===== src/rtl/core/tbm_pkg.sv =====
// tbm_pkg: shared widths, constants and types of the two-rate byte meter.
// Used by the channel interfaces and every module under rtl/core.
package tbm_pkg;

	// Field and register widths
	localparam int unsigned LEN_W       = 16;
	localparam int unsigned TIME_W      = 64;
	localparam int unsigned RATE_W      = 32;
	localparam int unsigned TOK_W       = 32;
	localparam int unsigned CFG_INDEX_W = 3;

	// Pipeline: stage 1 is the input register, the last stage the result register
	localparam int unsigned OUT_STAGE = 8;

	// Refill divisor 8000000 = 2^9 * 15625
	localparam logic [31:0] NS_KBPS_DIVISOR = 32'd8000000;
	localparam int unsigned DIV_SHIFT       = 9;
	localparam logic [13:0] DIV_ODD         = 14'd15625;

	// Scaled product width ahead of the odd divide, and its reciprocal
	localparam int unsigned X_W         = 46;
	localparam int unsigned RECIP_SHIFT = 46;
	localparam logic [32:0] RECIP       = 33'((64'd1 << RECIP_SHIFT) / 64'd15625);

	// Products at or above this value give a quotient of 2^32 or more
	localparam logic [64:0] SAT_LIMIT = {1'b0, NS_KBPS_DIVISOR, 32'd0};

	typedef enum logic [CFG_INDEX_W-1:0] {
		CFG_PRESENT      = 3'd0,
		CFG_PEAK_RATE    = 3'd1,
		CFG_COMMIT_RATE  = 3'd2,
		CFG_PEAK_BURST   = 3'd3,
		CFG_COMMIT_BURST = 3'd4
	} cfg_index_t;

	typedef enum logic [1:0] {
		COLOR_GREEN  = 2'd0,
		COLOR_YELLOW = 2'd1,
		COLOR_RED    = 2'd2
	} color_t;

	typedef logic [OUT_STAGE:1] stage_vec_t;

	// Per-word side data that rides along the pipeline
	typedef struct packed {
		logic             present;
		logic [LEN_W-1:0] len;
	} carry_t;

	// Control handed to the bucket stage
	typedef struct packed {
		logic   load;
		carry_t carry;
	} mark_ctl_t;

endpackage


===== src/rtl/core/tbm_marker.sv =====
// tbm_marker: token buckets and color decision, the final pipeline stage.
// Holds the peak and committed token counts. Depends on tbm_pkg.
module tbm_marker (
	input  logic                        clk,
	input  logic                        arst_n,
	input  tbm_pkg::mark_ctl_t          ctl,
	input  logic [tbm_pkg::TOK_W-1:0]   peak_refill_s7,
	input  logic [tbm_pkg::TOK_W-1:0]   commit_refill_s7,
	input  logic [tbm_pkg::TOK_W-1:0]   peak_burst,
	input  logic [tbm_pkg::TOK_W-1:0]   commit_burst,
	output tbm_pkg::color_t             color_s8
);
	import tbm_pkg::*;

	logic [TOK_W-1:0] ptok_q, ctok_q;
	logic [TOK_W:0]   psum, csum;
	logic [TOK_W-1:0] pcap, ccap, len_w;
	logic [TOK_W-1:0] ptok_next, ctok_next;
	color_t           color_next;

	// Refill, cap at burst, take length where it fits; red takes none
	always_comb begin
		psum  = {1'b0, ptok_q} + {1'b0, peak_refill_s7};
		csum  = {1'b0, ctok_q} + {1'b0, commit_refill_s7};
		pcap  = (psum > {1'b0, peak_burst}) ? peak_burst : psum[TOK_W-1:0];
		ccap  = (csum > {1'b0, commit_burst}) ? commit_burst : csum[TOK_W-1:0];
		len_w = TOK_W'(ctl.carry.len);
		if (len_w > pcap) begin
			color_next = COLOR_RED;
			ptok_next  = pcap;
			ctok_next  = ccap;
		end else if (len_w > ccap) begin
			color_next = COLOR_YELLOW;
			ptok_next  = pcap - len_w;
			ctok_next  = ccap;
		end else begin
			color_next = COLOR_GREEN;
			ptok_next  = pcap - len_w;
			ctok_next  = ccap - len_w;
		end
	end

	// Update buckets only for metered words
	always_ff @(posedge clk or negedge arst_n) begin
		if (!arst_n) begin
			ptok_q <= '0;
			ctok_q <= '0;
		end else if (ctl.load && ctl.carry.present) begin
			ptok_q <= ptok_next;
			ctok_q <= ctok_next;
		end
	end

	// Result register; no meter means red
	always_ff @(posedge clk) begin
		if (ctl.load) begin
			color_s8 <= ctl.carry.present ? color_next : COLOR_RED;
		end
	end

endmodule


===== config.mk =====
export PLATFORM = sky130hd
export DESIGN_NAME = tbm_marker
export DESIGN_NICKNAME = d
export VERILOG_FILES = /design/src/rtl/core/tbm_pkg.sv /design/src/rtl/core/tbm_marker.sv
export SDC_FILE = /design/constraint.sdc
export NUM_CORES = 1
export LEC_CHECK = 0
export BUFFER_PORTS_ARGS = -buffer_cell sky130_fd_sc_hd__buf_2
export CORE_AREA = 4 4 192 138
export CTS_CLUSTER_SIZE = 40
export DETAILED_ROUTE_END_ITERATION = 10
export DIE_AREA = 0 0 196 142
export GPL_ROUTABILITY_DRIVEN = 0
export PLACE_DENSITY = 0.66
export SETUP_SLACK_MARGIN = 0.15
export SLEW_MARGIN = 20
export SYNTH_ARGS = -nofsm -noshare
export SYNTH_HDL_FRONTEND = slang
export SYNTH_SLANG_ARGS = --single-unit

===== constraint.sdc =====
create_clock -name clk -period 11.97 [get_ports clk]
set_clock_uncertainty 0.2 [all_clocks]
set_input_delay 2.394 -clock clk [delete_from_list [all_inputs] [get_ports clk]]
set_output_delay 2.394 -clock clk [all_outputs]
set_load 0.03 [all_outputs]

==> qor.txt, run 1 <==
Num ports = 150
Clk slew on worst S/H paths = 0.06 ns
Post-DRT Antenna Nets = 0
Post-synth EDFFs = 2
Slew Limit Headroom = 28.2%
Mapped Area = 11400 µm²
Worst EP required = 12.03 ns
RSZ-0062 raised after global routing = no
Syn Inst Count = 1489
Final Slew Violations = 0
Root Buffer = clkbuf_16
CP max-delay cell = a2111oi_0
Reg2reg setup slack = 2.71 ns
Detailed Place HPWL = 29.9 mm
Finished Cell Area = 12700 µm²
Placed cell area = 12400 µm²
GR Util All Layers = 25.2%
YS warnings = 0
Starting Density = 46.7%
Clock H-tree levels = 3
Setup_tns = 0 ns
Post-synthesis cell type count = 89
Non-filler cells, final = 1927
CP Max Fanout = 53
Pin count of the biggest net entering global routing = 94
Initial antenna violation count = 2
Vias = 11600
CP Launch Type = input pin
Initial DRC count = 993
Hold Vio Cnt, Final = 0
Residual DRC = 0
Area grow syn2layout = 11.2%
First-pass GRT wire length = 56.6 mm
Core Footprint = 24500 µm²
Share of post-route cells with drive strength above 1 = 14.7%
Avg Vias per Cell = 6.02
Worst-margin pin slew = 1.06 ns
Hold-fix buffers, CTS = 0
Clock sink count = 66
PostCTS Resize Cnt = 0
Part of the Yosys area used for sequential elements = 14.5%
Critical path class = in2reg
Cell Rows = 48
Crit path top cell by count = a21oi_1
DRT Wirelength = 36.5 mm
Vias in the first global route = 10600
HP Class = reg2reg
Setup violations, final = 0
Syn avg cell area = 7.68 µm²
Data arrival time of the critical path = 11.06 ns
Clock Path Buffers = 2
Max-cap violations = 0
Max Clk Rate = 90.9 MHz
Grt ovf = 0
Worst setup EP type = flop
Nets = 1909
Clk_lat worst skew = 0.35 ns
Total Die Area = 27800 µm²
Status = finished, final reports clean
Postcts setup bufs = 0
WL/cell = 18.9 µm
TritonCTS buffer count = 9
Number of detailed-route iterations in the first pass = 5
Final period utilization = 91.9%
Seq cells post-synth = 66
Post-Place Cells = 1911
CP peak stage delay = 0.56 ns
Mapped Nets = 1801
Worst hold slack = 0.291 ns
CTS tree = done
Post-synthesis async set-or-reset flop share = 97.0%
Die width = 196 µm
Clock period minus final worst setup slack = 11.00 ns
Die Height = 142 µm
IO buf count = 149
Synth Flop Type = dfrtp_1
[synth_stat cells, drive strengths merged (8+ instances only)]
| master | number | area [µm²] |
|---|---|---|
| or3 | 13 | 81.3 |
| mux2 | 32 | 360 |
| nand2b | 13 | 81.3 |
| a31oi | 11 | 75.1 |
| nor4 | 13 | 81.3 |
| a211o | 9 | 78.8 |
| or2 | 9 | 56.3 |
| dfrtp | 64 | 1600 |
| xnor2 | 51 | 447 |
| nand3 | 30 | 150 |
| nand2 | 141 | 529 |
| o21ai | 126 | 631 |
| nor3 | 43 | 220 |
| o21bai | 8 | 60.1 |
| mux2i | 48 | 480 |
| o21a | 18 | 135 |
| inv | 109 | 409 |
| ha | 160 | 2000 |
| clkbuf | 38 | 143 |
| nor2 | 81 | 312 |
| a21o | 30 | 225 |
| nand4 | 29 | 188 |
| xor2 | 42 | 368 |
| nor4b | 9 | 93.8 |
| a21oi | 135 | 679 |
| buf | 21 | 125 |
| o211ai | 12 | 90.1 |
| nor2b | 13 | 81.3 |
| and3 | 17 | 106 |
| and2 | 13 | 81.3 |
| o31ai | 14 | 110 |
| a211oi | 19 | 148 |
[final cells by class]
class | instances | area [µm²]
Clock buffer | 13 | 260
Clock inverter | 2 | 60.1
Inverter | 109 | 409
Tap cell | 325 | 407
Timing Repair Buffer | 156 | 811
Fill cell | 2393 | 11800
Sequential cell | 66 | 1660
Antenna cell | 1 | 2.50
Multi-Input combinational cell | 1255 | 9110
[logic make-up after synthesis]
logic type	count (synthesis)	share of synthesized area [%]
buf+inv	168	5.92
mux	80	7.35
flops	66	14.5
compound gates	461	26.3
xor+xnor	93	7.12
fa+ha+maj	164	18.2
simple gates	457	20.6
[path summary, 6_finish.rpt]
check,startpoint,end,cells past startpoint
worst max-delay path,peak_refill_s7[9],ptok_q[29],33
worst min-delay path,ptok_q[4],ptok_q[4],2
worst max register to register,ptok_q[9],ptok_q[29],32
worst min register to register,ptok_q[4],ptok_q[4],2
max in group asynchronous,arst_n,ctok_q[3],2
min in group asynchronous,arst_n,ptok_q[23],2
[stage by stage]
stage               utilization (%)  setup slack (ns)
finish                         51.9             0.973
global route                   51.9             0.326
CTS                            51.9              1.09
detailed placement             50.6             0.747
global placement               50.6             0.894
floorplan                         -              1.42
[placed cells by master (no fill, tap or decap), types with 10 or more instances in the layout]
cell,n
a211oi_1,18
and2_1,12
a21o_1,30
o21ai_0,100
o21ai_1,26
o211ai_1,12
nor2b_1,13
o21a_1,18
nand3_1,30
nand4_1,28
o31ai_1,13
or3_1,13
inv_1,109
buf_2,149
a31oi_1,10
nor3_1,42
nor4_1,13
nand2_1,138
xnor2_1,51
and3_1,17
dfrtp_1,64
a21oi_1,134
nor2_1,80
nand2b_1,13
xor2_1,42
mux2i_1,48
mux2_2,32
ha_1,160
[routing by layer]
metal | track usage (%) | up-vias | wire length, µm | share of wire [%]
met2 | 35.7 | 461 | 14600 | 40
met3 | 4.83 | 32 | 3150 | 8.6
met1 | 39.8 | 5374 | 18300 | 50
met5 | 0 | - | 10 | 0.027
li1 | - | 5739 | - | -
met4 | 4.04 | 2 | 456 | 1.2
[worst max-delay path, delay by kind of cell]
family	cells	cell delay, ns
AOI/OAI and AO/OA	20	5.75
and+or+nand+nor	4	0.86
xor gates and xnor gates	1	0.17
adders and majority gates	4	1.25
buffers and inverters	4	0.61
[sequential cells by signal, summed over array words and instances (netlist names)]
| name | flops |
|---|---|
| ctok_q | 32 |
| ptok_q | 32 |
| color_s8 | 2 |
Power of run 1 is left out: the tool's default activity adds up to more than one toggle a clock period on the data nets, which glitch-free logic cannot reach.
==> inputs of run 2 (changes only) <==
--- a/config.mk
+++ b/config.mk
@@ -5,15 +5,18 @@
 export SDC_FILE = /design/constraint.sdc
 export NUM_CORES = 1
 export LEC_CHECK = 0
+export ABC_AREA = 1
 export BUFFER_PORTS_ARGS = -buffer_cell sky130_fd_sc_hd__buf_2
-export CORE_AREA = 4 4 192 138
+export CORE_AREA = 4 4 191 137
+export CTS_BUF_LIST = sky130_fd_sc_hd__clkbuf_8 sky130_fd_sc_hd__clkbuf_16
 export CTS_CLUSTER_SIZE = 40
 export DETAILED_ROUTE_END_ITERATION = 10
-export DIE_AREA = 0 0 196 142
+export DIE_AREA = 0 0 195 141
 export GPL_ROUTABILITY_DRIVEN = 0
-export PLACE_DENSITY = 0.66
+export PLACE_DENSITY = 0.67
 export SETUP_SLACK_MARGIN = 0.15
 export SLEW_MARGIN = 20
 export SYNTH_ARGS = -nofsm -noshare
 export SYNTH_HDL_FRONTEND = slang
 export SYNTH_SLANG_ARGS = --single-unit
+export TNS_END_PERCENT = 50
==> qor.txt, run 2 <==
Clock Path Buffers = 2
CP Max Fanout = 72
Slew Limit Headroom = 41.2%
Postcts setup bufs = 0
Setup violations, final = 0
Total Die Area = 27500 µm²
Root Buffer = clkbuf_16
Crit path top cell by count = nand2_1
Nets = 2285
Wire length on met2 = 14.0 mm
Clock sink count = 66
Reg2reg setup slack = 3.26 ns
Clock H-tree levels = 3
Clk slew on worst S/H paths = 0.05 ns
CTS tree = done
Clk_lat worst skew = 0.33 ns
Worst-margin pin slew = 0.881 ns
Post-synth EDFFs = 2
Final Slew Violations = 0
Syn avg cell area = 6.12 µm²
Critical path class = in2reg
YS warnings = 0
Detailed Place HPWL = 29.4 mm
RSZ-0062 raised after global routing = no
Status = finished, final reports clean
Hold-fix buffers, CTS = 0
Share of post-route cells with drive strength above 1 = 10.3%
Max Clk Rate = 95.3 MHz
Highest metal used = met4
Metal3 WL = 2.59 mm
Die width = 195 µm
Setup_tns = 0 ns
IO buf count = 149
WL/cell = 15.1 µm
Mapped Area = 11300 µm²
Cell Rows = 48
Post-DRT Antenna Nets = 0
Post-synth top cells = nand2_1 (598), inv_1 (237), ha_1 (160)
Seq cells post-synth = 66
Grt ovf = 0
Area fraction of the dominant cell type after synthesis = 19.8%
Area contributors post-synth = nand2_1 (20%), ha_1 (18%), dfrtp_1 (14%), inv_1 (7.9%), a21oi_1 (6.0%)
Area leader, netlist = nand2_1
Worst setup EP type = flop
Initial DRC count = 1125
CP max-delay cell = nand3_4
Vias in the first global route = 10900
GR Util All Layers = 24.6%
Die Height = 141 µm
Most frequent cells in the layout = nand2_1 (597), inv_1 (238), ha_1 (160), buf_2 (149), a21oi_1 (135)
Biggest regs = ctok_q (32), ptok_q (32), color_s8 (2)
TritonCTS buffer count = 9
Pin count of the biggest net entering global routing = 73
Mapped Nets = 2161
Data arrival time of the critical path = 10.50 ns
Initial antenna violation count = 0
Count leader, synth = nand2_1
Avg Vias per Cell = 5.23
Commonest non-fill, non-tap cell in the layout = nand2_1
Post-synthesis cell type count = 48
Worst EP required = 11.98 ns
CP peak stage delay = 0.70 ns
Residual DRC = 0
Num ports = 150
Hold Vio Cnt, Final = 0
Synth Flop Type = dfrtp_1
Number of detailed-route iterations in the first pass = 6
First-pass GRT wire length = 55.6 mm
CP Launch Type = input pin
Syn Inst Count = 1849
Top delay family on crit path = simple AND/OR/NAND/NOR gates
DRT Wirelength = 34.9 mm
Final period utilization = 87.6%
Clock period minus final worst setup slack = 10.49 ns
Vias = 12000
Post-synthesis async set-or-reset flop share = 97.0%
HP Class = reg2reg
Part of the Yosys area used for sequential elements = 14.7%
Max-cap violations = 0
Number of inserted diodes = 0
Core Footprint = 24400 µm²
WL met1 = 17.9 mm
Area grow syn2layout = 11.0%
Starting Density = 46.4%
PostCTS Resize Cnt = 0
Buf/Inv on CP = 6
## run 2: routing by layer
layer  vias to the layer above  global-route usage, %
met1                      5317                   38.4
li1                       6300                      -
met5                         -                      0
met2                       389                   36.2
met4                         0                   2.83
met3                        35                   4.32
## run 2: worst paths after layout
kind                                   start          to  cells past startpoint
max                        peak_refill_s7[0]   ctok_q[1]                     53
min                                ctok_q[0]   ctok_q[0]                      2
max reg2reg                        ptok_q[0]   ctok_q[1]                     52
min reg2reg                        ctok_q[0]   ctok_q[0]                      2
max in group asynchronous             arst_n  ctok_q[23]                      2
min in group asynchronous             arst_n   ptok_q[2]                      2
## run 2: per-stage QoR
stage / hold WS, ns / util [%] / instance area, µm² / setup slack [ns] / cells
floorplan: 0.253 / - / 11300 / 3.24 / 1849
global placement: 0.273 / 50.4 / 12300 / 1.45 / 2287
detailed placement: 0.280 / 50.4 / 12300 / 1.23 / 2287
CTS: 0.293 / 51.5 / 12600 / 1.57 / 2303
global route: 0.324 / 51.5 / 12600 / 0.518 / 2303
finish: 0.290 / 51.5 / 12600 / 1.48 / 2303
## run 2: final cells by class
class                           count  area [µm²]
Sequential cell                    66        1660
Tap cell                          325         407
Fill cell                        2630       11800
Multi-Input combinational cell   1501        8530
Timing Repair Buffer              154         783
Clock buffer                       11         253
Inverter                          241         905
Clock inverter                      5        22.5
## run 2: logic make-up after synthesis
| family | Yosys count | share of synthesized area, % |
|---|---|---|
| buf+inv | 282 | 9.93 |
| simple gates | 950 | 35.4 |
| fa+ha+maj | 164 | 18.4 |
| flops | 66 | 14.7 |
| xor+xnor | 97 | 7.51 |
| compound gates | 290 | 14.0 |
## run 2: worst register-to-register path, delay by kind of cell, from the launching register on
kind                       cells  cell delay (ns)
buffers and inverters          5             0.75
adders and majority gates      5             1.45
xor gates and xnor gates       1             0.19
and+or+nand+nor               31             3.76
AOI/OAI and AO/OA             10             1.88
DFF                            1             0.35
Power of run 2 is left out for the same reason.
==> inputs of run 3 (changes only) <==
--- a/config.mk
+++ b/config.mk
@@ -5,15 +5,14 @@
 export SDC_FILE = /design/constraint.sdc
 export NUM_CORES = 1
 export LEC_CHECK = 0
-export ABC_AREA = 1
 export BUFFER_PORTS_ARGS = -buffer_cell sky130_fd_sc_hd__buf_2
-export CORE_AREA = 4 4 191 137
+export CORE_AREA = 4 4 192 138
 export CTS_BUF_LIST = sky130_fd_sc_hd__clkbuf_8 sky130_fd_sc_hd__clkbuf_16
 export CTS_CLUSTER_SIZE = 40
 export DETAILED_ROUTE_END_ITERATION = 10
-export DIE_AREA = 0 0 195 141
+export DIE_AREA = 0 0 196 142
 export GPL_ROUTABILITY_DRIVEN = 0
-export PLACE_DENSITY = 0.67
+export PLACE_DENSITY = 0.66
 export SETUP_SLACK_MARGIN = 0.15
 export SLEW_MARGIN = 20
 export SYNTH_ARGS = -nofsm -noshare
==> qor.txt, run 3 (synthesis results as in run 1) <==
Biggest regs = ctok_q (32), ptok_q (32), color_s8 (2)
Total Die Area = 27800 µm²
Clk_lat worst skew = 0.35 ns
Clock Path Buffers = 2
Number of detailed-route iterations in the first pass = 6
Placed cell area = 12400 µm²
Share of post-route cells with drive strength above 1 = 14.7%
Commonest non-fill, non-tap cell in the layout = ha_1
Residual DRC = 0
Hold EP = ptok_q[4]
Avg Vias per Cell = 6.03
PostCTS Resize Cnt = 0
Crit path top cell by count = a21oi_1
Multi-input gate area = 9110 µm²
TritonCTS buffer count = 9
Die width = 196 µm
Hold Path Depth = 2
Die Height = 142 µm
Grt ovf = 0
Reg area = 1660 µm²
Clock period minus final worst setup slack = 10.99 ns
HP Class = reg2reg
Max Clk Rate = 91.0 MHz
Clk slew on worst S/H paths = 0.06 ns
Core Footprint = 24500 µm²
IO buf count = 149
Root Buffer = clkbuf_16
Setup violations, final = 0
Data arrival time of the critical path = 11.05 ns
WL/cell = 18.9 µm
Clock sink count = 66
Initial antenna violation count = 2
Hold-fix buffers, CTS = 0
CTS tree = done
Starting Density = 46.7%
CP Launch Type = input pin
Hold Vio Cnt, Final = 0
Worst setup EP type = flop
GR Util All Layers = 25.2%
Area grow syn2layout = 11.3%
Max-cap violations = 0
Buf/Inv on CP = 5
CP Max Fanout = 53
Final setup margin = 0.979 ns
Reg2reg setup slack = 2.72 ns
First-pass GRT wire length = 56.6 mm
HP Start = ptok_q[4]
R2r endpoint = ptok_q[29]
Setup_tns = 0 ns
Top delay family on crit path = compound AO/OA/AOI/OAI gates
Worst EP required = 12.03 ns
Num ports = 150
Nets = 1909
Most frequent cells in the layout = ha_1 (160), buf_2 (149), nand2_1 (138), a21oi_1 (134), inv_1 (111)
Cell Rows = 48
Final period utilization = 91.8%
Finished Cell Area = 12700 µm²
Initial DRC count = 993
Critical path class = in2reg
Detailed Place HPWL = 29.9 mm
RSZ-0062 raised after global routing = no
Vias = 11600
R2r startpoint = ptok_q[9]
CP max-delay cell = a2111oi_0
Post-DRT Antenna Nets = 0
Worst-margin pin slew = 1.06 ns
Final Slew Violations = 0
Fillers = 2393
R2R depth = 32
CP peak stage delay = 0.56 ns
Post-place setup slack = 0.747 ns
Postcts setup bufs = 0
DRT Wirelength = 36.4 mm
Clock H-tree levels = 3
Pin count of the biggest net entering global routing = 94
Slew Limit Headroom = 28.5%
Vias in the first global route = 10600
Status = finished, final reports clean
-- run 3: cell types whose count changed in the layout (fill, tap and decap cells not counted), moves of 20 or more --
cell     change
inv_1      -127
mux2_2      +32
mux2i_1     +48
nand2_1    -459
nand3_1    -104
nor2_1      -54
nor3_1      +27
xor2_1      -20
-- run 3: how the worst max path moves through the flow --
stage	startpoint	to	slack, ns	depth (start not counted)
floorplan	peak_refill_s7[11]	ctok_q[29]	1.42	36
global placement	peak_refill_s7[0]	ptok_q[29]	0.89	35
detailed placement	peak_refill_s7[9]	ptok_q[29]	0.75	33
CTS	peak_refill_s7[9]	ptok_q[29]	1.09	33
global route	peak_refill_s7[9]	ptok_q[29]	0.33	33
finish	peak_refill_s7[0]	ptok_q[29]	0.98	35
-- run 3: routing by layer --
metal	GRT usage (%)	vias up	part of all wire (%)
li1	-	5744	-
met2	35.7	454	40
met3	4.83	28	8.6
met4	4.04	2	1.2
met1	39.8	5397	50
met5	0	-	0.027
-- run 3: stage by stage --
stage          std cells  hold slack (ns)  utilization (%)
3_3_place_gp        1911            0.269             50.6
2_1_floorplan       1489            0.253                -
4_1_cts             1926            0.293             51.9
6_report            1928            0.291             51.9
3_5_place_dp        1911            0.280             50.6
5_1_grt             1927            0.313             51.9
-- run 3: worst min-delay path, stage by stage, from the launching register on --
cell and delay [ns]:
dfrtp_1 0.34, nand2_1 0.04, o21ai_0 0.07
-- run 3: layout make-up --
class | count | area share, %
Multi-Input combinational cell | 1255 | 71.6
Tap cell | 325 | 3.20
Clock inverter | 4 | 0.531
Timing Repair Buffer | 156 | 6.37
Clock buffer | 11 | 1.99
Inverter | 109 | 3.22
Sequential cell | 66 | 13.1
Antenna cell | 2 | 0.0393
Power of run 3 is left out for the same reason.
